**src/hw/rtl/acia_pkg.sv**
```systemverilog
package acia_pkg;

  // item mode codes
  localparam logic [1:0] MODE_READ  = 2'd0;
  localparam logic [1:0] MODE_WRITE = 2'd1;
  localparam logic [1:0] MODE_TICK  = 2'd2;

  // register addresses
  localparam logic [1:0] REG_DATA    = 2'd0;
  localparam logic [1:0] REG_STATUS  = 2'd1;
  localparam logic [1:0] REG_COMMAND = 2'd2;
  localparam logic [1:0] REG_CONTROL = 2'd3;

  // status bit positions
  localparam int unsigned ST_IRQ  = 7;
  localparam int unsigned ST_TDRE = 4;
  localparam int unsigned ST_RDRF = 3;
  localparam int unsigned ST_OVRN = 2;

  // command bit positions and fields
  localparam int unsigned CMD_REM = 4;
  localparam int unsigned CMD_IRD = 1;
  localparam logic [1:0] TIC_TX_IRQ = 2'b01;
  localparam logic [7:0] CMD_KEEP   = 8'hE0;

  localparam logic [7:0] STATUS_RESET = 8'h10;

  typedef struct packed {
    logic [1:0] mode;
    logic [1:0] reg_select;
    logic [7:0] write_data;
    logic       rx_present;
    logic [7:0] rx_byte;
  } item_t;

  typedef struct packed {
    logic [7:0] read_data;
    logic       irq;
    logic       rx_accepted;
    logic       echo_valid;
    logic [7:0] echo_byte;
    logic       tx_valid;
    logic [7:0] tx_byte;
  } result_t;

endpackage

```
**src/hw/rtl/acia_core.sv**
```systemverilog
module acia_core (
  input  logic            clk,
  input  logic            rst_n,
  input  logic            fire,
  input  acia_pkg::item_t item,
  output acia_pkg::result_t res
);

  logic [7:0] transmit_hold_r, transmit_hold_nxt;
  logic [7:0] receive_hold_r, receive_hold_nxt;
  logic [7:0] command_r, command_nxt;
  logic [7:0] control_r, control_nxt;
  logic [7:0] status_r, status_nxt;
  logic       tx_pending_r, tx_pending_nxt;

  always_comb begin
    transmit_hold_nxt = transmit_hold_r;
    receive_hold_nxt  = receive_hold_r;
    command_nxt       = command_r;
    control_nxt       = control_r;
    status_nxt        = status_r;
    tx_pending_nxt    = tx_pending_r;
    res               = '0;
    case (item.mode)
      acia_pkg::MODE_READ: begin
        case (item.reg_select)
          acia_pkg::REG_DATA: begin
            res.read_data = receive_hold_r;
            status_nxt[acia_pkg::ST_IRQ]  = 1'b0;
            status_nxt[acia_pkg::ST_RDRF] = 1'b0;
          end
          acia_pkg::REG_STATUS: begin
            res.read_data = status_r;
            status_nxt[acia_pkg::ST_IRQ] = 1'b0;
          end
          acia_pkg::REG_COMMAND: res.read_data = command_r;
          default:               res.read_data = control_r;
        endcase
      end
      acia_pkg::MODE_WRITE: begin
        case (item.reg_select)
          acia_pkg::REG_DATA: begin
            transmit_hold_nxt = item.write_data;
            status_nxt[acia_pkg::ST_TDRE] = 1'b0;
            tx_pending_nxt = 1'b1;
          end
          acia_pkg::REG_STATUS: begin
            // programmed reset
            command_nxt = command_r & acia_pkg::CMD_KEEP;
            status_nxt[acia_pkg::ST_OVRN] = 1'b0;
          end
          acia_pkg::REG_COMMAND: command_nxt = item.write_data;
          default:               control_nxt = item.write_data;
        endcase
      end
      acia_pkg::MODE_TICK: begin
        if (item.rx_present) begin
          if (status_r[acia_pkg::ST_RDRF]) begin
            status_nxt[acia_pkg::ST_OVRN] = 1'b1;
          end else begin
            receive_hold_nxt = item.rx_byte;
            status_nxt[acia_pkg::ST_RDRF] = 1'b1;
            res.rx_accepted = 1'b1;
            if (command_r[acia_pkg::CMD_REM]) begin
              res.echo_valid = 1'b1;
              res.echo_byte  = item.rx_byte;
            end
            if (!command_r[acia_pkg::CMD_IRD]) status_nxt[acia_pkg::ST_IRQ] = 1'b1;
          end
        end
        if (tx_pending_r) begin
          res.tx_valid = 1'b1;
          res.tx_byte  = transmit_hold_r;
          status_nxt[acia_pkg::ST_TDRE] = 1'b1;
          tx_pending_nxt = 1'b0;
          if (!command_r[acia_pkg::CMD_IRD] && command_r[3:2] == acia_pkg::TIC_TX_IRQ)
            status_nxt[acia_pkg::ST_IRQ] = 1'b1;
        end
      end
      default: ;
    endcase
    res.irq = status_nxt[acia_pkg::ST_IRQ];
  end

  always_ff @(posedge clk) begin
    if (!rst_n) begin
      transmit_hold_r <= '0;
      receive_hold_r  <= '0;
      command_r       <= '0;
      control_r       <= '0;
      status_r        <= acia_pkg::STATUS_RESET;
      tx_pending_r    <= 1'b0;
    end else if (fire) begin
      transmit_hold_r <= transmit_hold_nxt;
      receive_hold_r  <= receive_hold_nxt;
      command_r       <= command_nxt;
      control_r       <= control_nxt;
      status_r        <= status_nxt;
      tx_pending_r    <= tx_pending_nxt;
    end
  end

  // a pending transmit byte and an empty transmitter never coexist
  a_pending_tdre: assert property (@(posedge clk) disable iff (!rst_n)
    tx_pending_r == !status_r[acia_pkg::ST_TDRE])
    else $error("transmit pending disagrees with TDRE");

  a_overrun: assert property (@(posedge clk) disable iff (!rst_n)
    fire && item.mode == acia_pkg::MODE_TICK && item.rx_present &&
    status_r[acia_pkg::ST_RDRF] |=> status_r[acia_pkg::ST_OVRN] && !res.rx_accepted)
    else $error("full receiver did not flag overrun");

  a_tx_drain: assert property (@(posedge clk) disable iff (!rst_n)
    fire && res.tx_valid |=> !tx_pending_r)
    else $error("transmit byte still pending after send");

  a_echo_rx: assert property (@(posedge clk) disable iff (!rst_n)
    fire && res.echo_valid |-> res.rx_accepted && item.mode == acia_pkg::MODE_TICK)
    else $error("echo without an accepted byte");

endmodule

```
**src/hw/rtl/acia_serial_register_block.sv**
```systemverilog
// simplified 6551-style acia with four byte registers
// input channel: one item per transfer, either a bus read, a bus write or a
// tick (mode), with the register address, write byte and the byte offered by
// the serial link; output channel: one result per item with the read byte,
// the irq bit, the receive flag and any echo or transmit byte for the link
// the item is registered on entry, then the register state is updated and the
// result registered when the item advances, and out_valid rises with the result;
// one item per cycle sustained while the receiver does not stall
// reset clears the data, command and control registers, status reads 0x10
// (transmitter empty), no item or result is held
// when the receiver stalls, the result register holds its value; one more
// item may wait in the input register, after which in_stall is raised
module acia_serial_register_block (
  input  logic       clk,
  input  logic       rst_n,
  input  logic       in_valid,
  output logic       in_stall,
  input  logic [1:0] in_mode,
  input  logic [1:0] in_reg_select,
  input  logic [7:0] in_write_data,
  input  logic       in_rx_present,
  input  logic [7:0] in_rx_byte,
  output logic       out_valid,
  input  logic       out_stall,
  output logic [7:0] out_read_data,
  output logic       out_irq,
  output logic       out_rx_accepted,
  output logic       out_echo_valid,
  output logic [7:0] out_echo_byte,
  output logic       out_tx_valid,
  output logic [7:0] out_tx_byte
);

  acia_pkg::item_t   item_r;
  acia_pkg::result_t res, res_r;
  logic              item_valid_r;
  logic              out_valid_r;
  logic              advance;

  assign advance  = item_valid_r && (!out_valid_r || !out_stall);
  assign in_stall = item_valid_r && !advance;

  always_ff @(posedge clk) begin
    if (!rst_n) begin
      item_valid_r <= 1'b0;
      out_valid_r  <= 1'b0;
    end else begin
      if (!in_stall) item_valid_r <= in_valid;
      if (advance) out_valid_r <= 1'b1;
      else if (!out_stall) out_valid_r <= 1'b0;
    end
  end

  always_ff @(posedge clk) begin
    if (in_valid && !in_stall) begin
      item_r.mode       <= in_mode;
      item_r.reg_select <= in_reg_select;
      item_r.write_data <= in_write_data;
      item_r.rx_present <= in_rx_present;
      item_r.rx_byte    <= in_rx_byte;
    end
    if (advance) res_r <= res;
  end

  acia_core u_core (
    .clk   (clk),
    .rst_n (rst_n),
    .fire  (advance),
    .item  (item_r),
    .res   (res)
  );

  assign out_valid       = out_valid_r;
  assign out_read_data   = res_r.read_data;
  assign out_irq         = res_r.irq;
  assign out_rx_accepted = res_r.rx_accepted;
  assign out_echo_valid  = res_r.echo_valid;
  assign out_echo_byte   = res_r.echo_byte;
  assign out_tx_valid    = res_r.tx_valid;
  assign out_tx_byte     = res_r.tx_byte;

endmodule
```
**config.mk**
```make
export PLATFORM = sky130hd
export DESIGN_NAME = acia_serial_register_block
export DESIGN_NICKNAME = d
export VERILOG_FILES = /design/src/hw/rtl/acia_pkg.sv /design/src/hw/rtl/acia_core.sv /design/src/hw/rtl/acia_serial_register_block.sv
export SDC_FILE = /design/constraint.sdc
export NUM_CORES = 1
export LEC_CHECK = 0
export BUFFER_PORTS_ARGS = -buffer_cell sky130_fd_sc_hd__buf_2
export CORE_MARGIN = 5
export CORE_UTILIZATION = 60
export CTS_BUF_LIST = sky130_fd_sc_hd__clkbuf_8
export CTS_CLUSTER_DIAMETER = 120
export CTS_CLUSTER_SIZE = 10
export DETAILED_ROUTE_END_ITERATION = 8
export MAX_ROUTING_LAYER = met4
export PLACE_DENSITY_LB_ADDON = 0.3
export SETUP_SLACK_MARGIN = 0.1
export SYNTH_ARGS = -nofsm -noshare
export SYNTH_HDL_FRONTEND = slang
export SYNTH_HIERARCHICAL = 1
export SYNTH_SLANG_ARGS = --single-unit
```
**constraint.sdc**
```tcl
create_clock -name clk -period 10.65 [get_ports clk]
set_input_delay 1.5975 -clock clk [delete_from_list [all_inputs] [get_ports clk]]
set_output_delay 1.5975 -clock clk [all_outputs]
set_load 0.005 [all_outputs]
```
After elaboration in Yosys (flattened, before gate mapping)

Index checks and enable logic that the tools add are counted.

Add/subtract/negate cells: 0
$mul: 0
Div/mod/pow operators: 0
Magnitude comparators: 0
Eq/ne operators: 12
Shift-type cells: 0
Multiplexer cells: 24
Bitwise operators: 6
Reduce and logical (&&, ||, !) cells: 30

Operator list:

| kind                                                                  | number |
|---|---|
| 8-bit one-hot mux with 3 select lines                                 | 1 |
| 9-bit 2-to-1 mux                                                      | 2 |
| 8-bit one-hot mux with 2 select lines                                 | 1 |
| 4-bit AND reduction                                                   | 4 |
| 1-bit 2-to-1 mux                                                      | 13 |
| 3-bit AND reduction                                                   | 4 |
| 10-bit 2-to-1 mux                                                     | 1 |
| 1-bit one-hot mux with 2 select lines                                 | 5 |
| 2-bit by 1-bit != test with 1-bit output, second input constant       | 4 |
| 2-bit by 1-bit equality test with 1-bit output, second input constant | 3 |
| 2-bit != test, second input constant                                  | 3 |
| 1-bit NOT                                                             | 6 |
| 2-bit nonzero test                                                    | 3 |
| 3-bit OR reduction                                                    | 2 |
| 1-bit logical NOT                                                     | 5 |
| 5-bit AND reduction                                                   | 1 |
| 2-bit equality test, second input constant                            | 2 |
| 1-bit logical AND                                                     | 4 |
| 2-bit logical NOT                                                     | 2 |
| 2-bit AND reduction                                                   | 2 |
| 4-bit OR reduction                                                    | 1 |
| 2-bit 2-to-1 mux                                                      | 1 |
| 2-bit OR reduction                                                    | 1 |
| 1-bit logical OR                                                      | 1 |

Bits in registers: 88
Latch bits: 0
Bits in writable memories: 0
Bits in read-only memories: 0
Bits of input ports: 25
Output and inout port bits: 30
Memories: 0

Longest topological paths before layout

Gate-level depths: netlist of run 1.

Depth after elaboration: 7
Depth in mapped cells: 7
Depth with buffers taken out: 5

Modules after synthesis

The synthesis of run 1 kept the hierarchy.

Modules (own cells, without submodules):

| module                     | times used | cells each | area an instance (sq um) |
|---|---|---|---|
| acia_core                  | 1          | 227        | 1999.4 |
| acia_serial_register_block | 1          | 57         | 1555.2 |

Least setup slack after synthesis of run 1

No wires, ideal clock.

Path kind: input to register
Start: in out_stall
End: reg u_core.tx_pending_r
Arrival time: 4702 ps
Path slack: 5859 ps
Stages: 6
Path buffers: 2
Cells stage by stage: a21boi_0 > buf_4 > and3_1 > buf_6 > nor2_2 > a311oi_2

Longest elaborated chain between the ends: 4

Ends and longest elaborated chain:

| item                                 | line                             | RTL |
|---|---|---|
| start, declared                      | acia_serial_register_block.sv:24 | `input logic out_stall,` |
| 1-bit logical NOT                    | -                                |  |
| 1-bit logical OR                     | acia_serial_register_block.sv:40 | `assign advance = item_valid_r && (!out_valid_r \|\| !out_stall);` |
| 1-bit logical AND                    | acia_serial_register_block.sv:40 |  |
| 3-bit AND reduction (no source line) | -                                |  |
| end signal, assigned                 | acia_core.sv:99                  | `tx_pending_r <= tx_pending_nxt;` |
| end, declared                        | acia_core.sv:14                  | `logic tx_pending_r, tx_pending_nxt;` |

Every way passes these cells.
A chain may end at the register's enable or synchronous reset.

Final worst setup path of run 1

Start: in out_stall
End: out in_stall

Longest elaborated chain between the ends: 5

Ends and longest elaborated chain:

| item              | line                             | RTL |
|---|---|---|
| 1-bit logical NOT | -                                |  |
| 1-bit logical OR  | acia_serial_register_block.sv:40 |  |
| 1-bit logical AND | acia_serial_register_block.sv:40 |  |
| 1-bit logical NOT | acia_serial_register_block.sv:41 | `assign in_stall = item_valid_r && !advance;` |
| 1-bit logical AND | acia_serial_register_block.sv:41 |  |
| end, declared     | acia_serial_register_block.sv:17 | `output logic in_stall,` |

Every way passes these cells.

==> flow_summary.json, run 1 <==
{
  "crit_path_start_kind": "primary input",
  "cts_tree": "built",
  "ys.flop_type": "edfxtp_1",
  "preCtsSetupSlack_ns": 7.014,
  "dp_hpwl_um": 4546,
  "antenna_left": 0,
  "die_h_um": 86.97,
  "ios": 55,
  "numCtsBuffers": 9,
  "synth-edff-count": 49,
  "peakVddDrop_v": 0.00008921,
  "endpoint_kind": "primary output",
  "cp_max_fo": 3,
  "cts.sinks": 88,
  "numPortBuffers": 54,
  "min_period_ns": 3.633,
  "finalSetupViolCount": 0,
  "critPathRequiredTime_ns": 9.05,
  "first_global_vias": 2238,
  "stdcell_count": 411,
  "dpl.cell_count": 395,
  "ys_seq_elements": 88,
  "timing.hold.ws_ns": 0.4610,
  "rows": 28,
  "antenna_found_initial": 0,
  "yosysSeqAreaShare": 0.6336,
  "drt_iter0_markers": 297,
  "cts_setup_buffers": 0,
  "yosys_warnings": 6,
  "final_common_cell": "buf_2",
  "via_per_inst": 5.691,
  "core_sq_um": 5851,
  "ys_types": 44,
  "cap_violations": 0,
  "grtUsageTotal": 0.1932,
  "slew_headroom": 0.2470,
  "async_flop_share": 0,
  "wl_per_cell_um": 16.38,
  "gp_congestion": 0.8843,
  "start_util": 0.6076,
  "ctsRootBufferMaster": "clkbuf_8",
  "worst_slack_ns": 7.017,
  "rsz0062_at_grt": "false",
  "synthSimpleGateAreaFrac": 0.1496,
  "final_cell_mix": "54 x buf_2, 49 x edfxtp_1, 39 x dfxtp_1, 38 x nand2_1, 19 x and3_1",
  "finalHoldViolCount": 0,
  "syn_to_final_growth_pct": 13.83,
  "outcome": "completed",
  "num_vias": 2339,
  "post-route-util": 0.6916,
  "hold_path.class": "flip-flop to flip-flop",
  "p_per_area_nw_per_um2": 163.3,
  "synth_xor_area_frac": 0,
  "clkLatencyLatePin_ns": 0.34,
  "die_x_um": 86.97,
  "syn-instance-count": 284,
  "crit-reg2reg-launch": "item_r[19]",
  "hold_buffers": 0,
  "grt.overflow.total": 0,
  "hp-start": "u_core/transmit_hold_r[6]",
  "firstDrtPassIters": 5,
  "clk_path_buf_depth": 2,
  "power_leakage_nw": 1.674,
  "h-tree-depth": 3,
  "synthAdderAreaFrac": 0.02464,
  "fin_crit_sh": 0.3412,
  "finClkSkew_ns": 0.007498,
  "wl_um": 6732,
  "syn_avg_cell_area_sq_um": 12.52,
  "synthMuxAreaShare": 0.03098,
  "fin_setup_tns_ns": 0,
  "critPathLaunch": "out_stall",
  "arrival_ns": 2.04,
  "nets": 363,
  "num_antenna_cells": 0,
  "critical_path_class": "primary input to primary output",
  "clkSlewWorstSetupHoldPaths_ns": 0.08,
  "synth_top_family_by_area": "simple AND/OR/NAND/NOR gates",
  "syn-num-nets": 316,
  "drc": 0,
  "synth_compound_area_frac": 0.1218,
  "grt_max_degree": 46,
  "drive_above_1_share": 0.2381,
  "post_cts_resized": 0,
  "grt_pass1_wl_um": 10760,
  "max_freq_mhz": 275.2,
  "worst_pin_slew_ns": 1.124,
  "synthesis.area_sq_um": 3555,
  "dieArea_sq_um": 7564,
  "drv_slew": 0
}
[power breakdown]
| group | total [mW] | switching (mW) | internal, mW | leakage (nW) |
|---|---|---|---|---|
| clock network | 0.250 | 0.113 | 0.137 | 0.112 |
| registers | 0.375 | 0.00571 | 0.369 | 0.794 |
| logic | 0.0362 | 0.0218 | 0.0144 | 0.768 |
[layout make-up]
class	count	area, sq um
Tap cell	75	93.84
Clock inverter	6	82.58
Timing Repair Buffer	55	277.8
Multi-Input combinational cell	170	1176
Inverter	7	26.28
Clock buffer	10	137.6
Fill cell	412	1804
Sequential cell	88	2252
[cell families (layout without fill, tap and decap cells)]
family                     after synthesis  after routing
and+or+nand+nor                         96             96
DFF                                     88             88
AOI/OAI and AO/OA                       56             56
buffers and inverters                   26             78
muxes                                   11             11
adders and majority gates                7              7
[flip-flops by register name (all words and copies together) (netlist names)]
register	cells
item_r	21
item_valid_r	1
out_echo_byte	8
out_echo_valid	1
out_irq	1
out_read_data	8
out_rx_accepted	1
out_tx_byte	8
out_tx_valid	1
out_valid	1
u_core/command_r	8
u_core/control_r	8
u_core/receive_hold_r	8
u_core/status_r	4
u_core/transmit_hold_r	8
u_core/tx_pending_r	1
[layer usage]
layer	wire length [um]	part of all wire	global-route usage
met5	0	0	-
met4	99	0.015	0.07224
met3	398	0.059	0.03500
met2	3356	0.50	0.3064
met1	2878	0.43	0.2484
[critical path: stages]
cell	delay, ns
buf_2	0.13
and3_4	0.20
buf_2	0.11
[synth_stat cells (2+ instances only)]
library cell | count | area (sq um)
and3_1 | 19 | 118.9
a21boi_0 | 14 | 105.1
buf_4 | 6 | 45.04
a21boi_1 | 8 | 60.06
buf_6 | 2 | 22.52
nand3_1 | 9 | 45.04
nand2_1 | 38 | 142.6
buf_2 | 3 | 15.01
edfxtp_1 | 49 | 1471
a21oi_1 | 6 | 30.03
and2_1 | 3 | 18.77
a221o_1 | 4 | 40.04
o21ai_0 | 6 | 30.03
mux2i_1 | 11 | 110.1
o211a_1 | 4 | 40.04
a222oi_1 | 4 | 40.04
inv_1 | 6 | 22.52
nand2b_1 | 2 | 12.51
dfxtp_1 | 39 | 780.8
ha_1 | 7 | 87.58
nor2b_1 | 15 | 93.84
clkbuf_1 | 7 | 26.28
[worst paths after layout]
kind / end / slack, ns / depth (start not counted)
setup / recovery: in_stall / 7.02 / 3
hold / removal: u_core/transmit_hold_r[6] / 0.46 / 2
setup reg to reg: out_echo_byte[6] / 8.70 / 5
hold reg to reg: u_core/transmit_hold_r[6] / 0.46 / 2
[per-stage QoR]
| step | power, mW | area, sq um |
|---|---|---|
| 2_1_floorplan | 0.4041 | 3555 |
| 3_3_place_gp | 0.4170 | 3826 |
| 3_5_place_dp | 0.4186 | 3826 |
| 4_1_cts | 0.6652 | 4046 |
| 5_1_grt | 0.6835 | 4046 |
| 6_report | 0.6607 | 4046 |
(Power assumes the default switching activity.)
==> inputs of run 2 (changes only) <==
Settings changed: CORE_UTILIZATION 60 to 53.
Clock period 10.65 ns to 3.3 ns, I/O delays scaled along.
==> flow_summary.json, run 2 (same netlist as run 1, synthesis figures left out) <==
{
  "hold_end": "item_r[2]",
  "num_vias": 2346,
  "reg2reg_slack_ns": 1.28,
  "p_per_area_nw_per_um2": 536.8,
  "rows": 29,
  "fillers": 502,
  "cts.sinks": 88,
  "grt_max_degree": 41,
  "peakVddDrop_v": 0.0003210,
  "finClkSkew_ns": 0.008241,
  "power.total_mw": 2.185,
  "grt.overflow.total": 0,
  "gp_congestion": 0.8480,
  "num_antenna_cells": 0,
  "slew_headroom": 0.4536,
  "nets": 364,
  "numPortBuffers": 54,
  "die_h_um": 91.90,
  "outcome": "completed",
  "wl_um": 7060,
  "fin_setup_tns_ns": 0,
  "start_util": 0.5535,
  "syn_to_final_growth_pct": 14.54,
  "critical_path_class": "flip-flop to flip-flop",
  "clkLatencyLatePin_ns": 0.35,
  "drc": 0,
  "arrival_ns": 2.23,
  "cts_setup_buffers": 0,
  "clkSlewWorstSetupHoldPaths_ns": 0.09,
  "core_sq_um": 6422,
  "die_x_um": 91.90,
  "first_global_vias": 2464,
  "ctsRootBufferMaster": "clkbuf_8",
  "wl_per_cell_um": 17.05,
  "final_common_cell": "buf_2",
  "drv_slew": 0,
  "drive_above_1_share": 0.2344,
  "post_cts_resized": 0,
  "endpoint_kind": "flip-flop",
  "crit-reg2reg-launch": "item_r[19]",
  "top_register": "item_r",
  "cap_violations": 0,
  "hold_path.class": "primary input to flip-flop",
  "critPathRequiredTime_ns": 3.51,
  "cp_max_fo": 17,
  "antenna_found_initial": 0,
  "rsz0062_at_grt": "false",
  "dp_hpwl_um": 4767,
  "h-tree-depth": 3,
  "finalHoldViolCount": 0,
  "min_period_ns": 2.020,
  "hold_buffers": 0,
  "hp-start": "in_rx_byte[2]",
  "crit_path_start_kind": "flip-flop",
  "via_per_inst": 5.667,
  "r2r_end": "out_echo_byte[5]",
  "largest_reg_flops": 21,
  "firstDrtPassIters": 4,
  "finalSetupViolCount": 0,
  "numCtsBuffers": 9,
  "grtUsageTotal": 0.1829,
  "ios": 55,
  "cts_tree": "built",
  "fin_crit_sh": 0.6120,
  "power_leakage_nw": 1.689,
  "clk_path_buf_depth": 2,
  "min_path_cells": 1,
  "grt_pass1_wl_um": 11840,
  "antenna_left": 0,
  "final_cell_mix": "54 x buf_2, 49 x edfxtp_1, 39 x dfxtp_1, 38 x nand2_1, 19 x and3_1",
  "dieArea_sq_um": 8445,
  "drt_iter0_markers": 244,
  "rr_worst_depth": 5,
  "worst_pin_slew_ns": 0.8176,
  "max_freq_mhz": 495.1
}
## run 2: worst max-delay path, stage by stage (launching register included)
cell and delay [ns]:
edfxtp_1 0.41, inv_1 0.10, ha_1 0.59, inv_2 0.17, nor3_4 0.40, and3_1 0.21
## run 2: worst max path at each step
stage	start	to	slack, ns
final	item_r[19]	out_echo_byte[5]	1.28
after global routing	item_valid_r	u_core/receive_hold_r[5]	1.12
after CTS	item_valid_r	u_core/receive_hold_r[5]	1.26
after detailed placement	out_stall	u_core/receive_hold_r[3]	1.01
after global placement	out_stall	u_core/receive_hold_r[6]	1.08
after floorplan	out_stall	u_core/tx_pending_r	0.42
## run 2: power by group
part / internal (mW) / leakage, nW / switching (mW)
combinational: 0.0471 / 0.773 / 0.0708
sequential: 1.19 / 0.794 / 0.0185
clock: 0.498 / 0.122 / 0.361
## run 2: final cells by class
class,count,area [sq um],area share
clock buffers,9,123.9,0.03042
clock inverters,7,111.4,0.02735
inverters,7,26.28,0.006454
multi-input cells,170,1176,0.2889
well taps,77,96.34,0.02366
repair buffers,56,285.3,0.07007
flip-flops and latches,88,2252,0.5532
## run 2: routing by layer
metal	vias to the layer above	global-route usage	share of wire
met3	12	0.02864	0.050
met5	-	-	0
met1	1132	0.2380	0.46
met2	74	0.2792	0.48
li1	1128	-	-
met4	0	0.09282	0.018
## run 2: stage by stage
stage | hold WS [ns] | utilization | setup slack (ns) | std cells | cell area (sq um)
after global routing | 0.2973 | 0.6339 | 1.118 | 414 | 4071
final | 0.3174 | 0.6339 | 1.280 | 414 | 4071
after CTS | 0.3042 | 0.6339 | 1.261 | 414 | 4071
after floorplan | 0.4347 | - | 0.4160 | 284 | 3555
after detailed placement | 0.4549 | 0.5973 | 1.009 | 398 | 3836
after global placement | 0.4473 | 0.5973 | 1.080 | 398 | 3836
==> inputs of run 3 (changes only) <==
Clock period 3.3 ns to 1.7 ns, I/O delays scaled along.
==> flow_summary.json, run 3 (same netlist as run 1, synthesis figures left out) <==
{
  "worst_pin_slew_ns": 0.4536,
  "cp_slowest_cell": "edfxtp_1",
  "fin_area_sq_um": 4238,
  "min_period_ns": 1.561,
  "grt.overflow.total": 0,
  "antenna_found_initial": 0,
  "gp_congestion": 0.8246,
  "numPortBuffers": 54,
  "cp_num_buf_inv": 1,
  "antenna_left": 0,
  "final_common_cell": "buf_2",
  "slew_headroom": 0.6972,
  "grtUsageTotal": 0.1790,
  "die_x_um": 91.90,
  "wl_um": 7182,
  "grt_pass1_wl_um": 11410,
  "post-route-util": 0.6598,
  "final_cell_mix": "54 x buf_2, 49 x edfxtp_1, 38 x nand2_1, 37 x dfxtp_1, 19 x and3_1",
  "syn_to_final_growth_pct": 19.22,
  "max_freq_mhz": 640.8,
  "finalSetupViolCount": 0,
  "rsz0062_at_grt": "true",
  "fin_setup_tns_ns": 0,
  "rows": 29,
  "power_leakage_nw": 1.755,
  "endpoint_kind": "flip-flop",
  "drive_above_1_share": 0.2994,
  "finClkSkew_ns": 0.01029,
  "hold_buffers": 0,
  "crit-reg2reg-launch": "item_r[18]",
  "cts.sinks": 88,
  "via_per_inst": 5.543,
  "hp-start": "in_rx_byte[3]",
  "crit_family": "flip-flops",
  "h-tree-depth": 3,
  "die_h_um": 91.90,
  "fin_crit_sh": 0.9180,
  "core_sq_um": 6422,
  "power.total_mw": 4.091,
  "reg2reg_slack_ns": 0.14,
  "timing.hold.ws_ns": 0.07019,
  "cp_max_fo": 8,
  "outcome": "completed",
  "critical_path_class": "flip-flop to flip-flop",
  "critPathRequiredTime_ns": 1.82,
  "ios": 55,
  "numCtsBuffers": 9,
  "num_vias": 2389,
  "peakVddDrop_v": 0.0005701,
  "p_per_area_nw_per_um2": 965.4,
  "drv_slew": 0,
  "clkLatencyLatePin_ns": 0.35,
  "largest_reg_flops": 21,
  "critPathLaunch": "item_r[18]",
  "clkSlewWorstSetupHoldPaths_ns": 0.09,
  "slowest_delay_ns": 0.46,
  "firstDrtPassIters": 4,
  "num_antenna_cells": 0,
  "cap_violations": 0,
  "place_area_sq_um": 3944,
  "cp_cell_sequence": "inv_1, ha_1, o211ai_1, a22o_1",
  "nets": 381,
  "dieArea_sq_um": 8445,
  "top_register": "item_r",
  "hold_path.class": "primary input to flip-flop",
  "clk_path_buf_depth": 2,
  "fillers": 491,
  "drt_iter0_markers": 202,
  "ctsRootBufferMaster": "clkbuf_8",
  "wl_per_cell_um": 16.66,
  "finalHoldViolCount": 0,
  "crit_path_start_kind": "flip-flop",
  "drc": 0,
  "cts_tree": "built",
  "arrival_ns": 1.68,
  "first_global_vias": 2318,
  "start_util": 0.5535,
  "dp_hpwl_um": 4938,
  "grt_max_degree": 24
}
[run 3: what timing repair did]
item                       4_1_cts  5_1_grt
resized for setup                1        7
setup buffers                    0        6
gates cloned                     0        1
setup endpoints to repair       11       42
pin swaps                        0        1
hold endpoints to repair         0        0
[run 3: area by class of cell]
class / instances / area [sq um] / share of cell area
flip-flops and latches: 88 / 2255 / 0.5320
multi-input cells: 171 / 1224 / 0.2888
clock inverters: 6 / 67.56 / 0.01594
clock buffers: 10 / 137.6 / 0.03248
well taps: 77 / 96.34 / 0.02273
inverters: 7 / 30.03 / 0.007086
repair buffers: 72 / 427.9 / 0.1010
[run 3: worst register-to-register path: cells and delay by family (launching register included)]
family / cells / cell delay (ns)
AO/OA/AOI/OAI: 2 / 0.36
adder cells (fa/ha/maj): 1 / 0.35
buffers and inverters: 1 / 0.15
flip-flops: 1 / 0.46
[run 3: path summary, 6_finish.rpt]
check	endpoint	cells after the start
worst max-delay path	out_irq	4
worst min-delay path	item_r[3]	1
worst max register to register	out_irq	4
worst min register to register	u_core/transmit_hold_r[4]	2
[run 3: metrics by stage]
stage | setup slack (ns) | std cells
after CTS | 0.1068 | 424
after floorplan | -0.03216 | 284
after detailed placement | -0.02129 | 408
after global placement | 0.07587 | 408
after global routing | 0.04232 | 431
final | 0.1394 | 431
[run 3: power breakdown]
part,internal (mW),switching [mW]
registers,2.31,0.0354
clock network,0.727,0.740
logic,0.126,0.151
[run 3: layer usage]
metal | share of wire | global-route usage | up-vias | routed length, um
li1 | - | - | 1166 | -
met1 | 0.45 | 0.2240 | 1146 | 3249
met2 | 0.48 | 0.2828 | 67 | 3424
met3 | 0.056 | 0.04664 | 10 | 403
met4 | 0.014 | 0.06312 | 0 | 104
met5 | 0 | - | - | 0
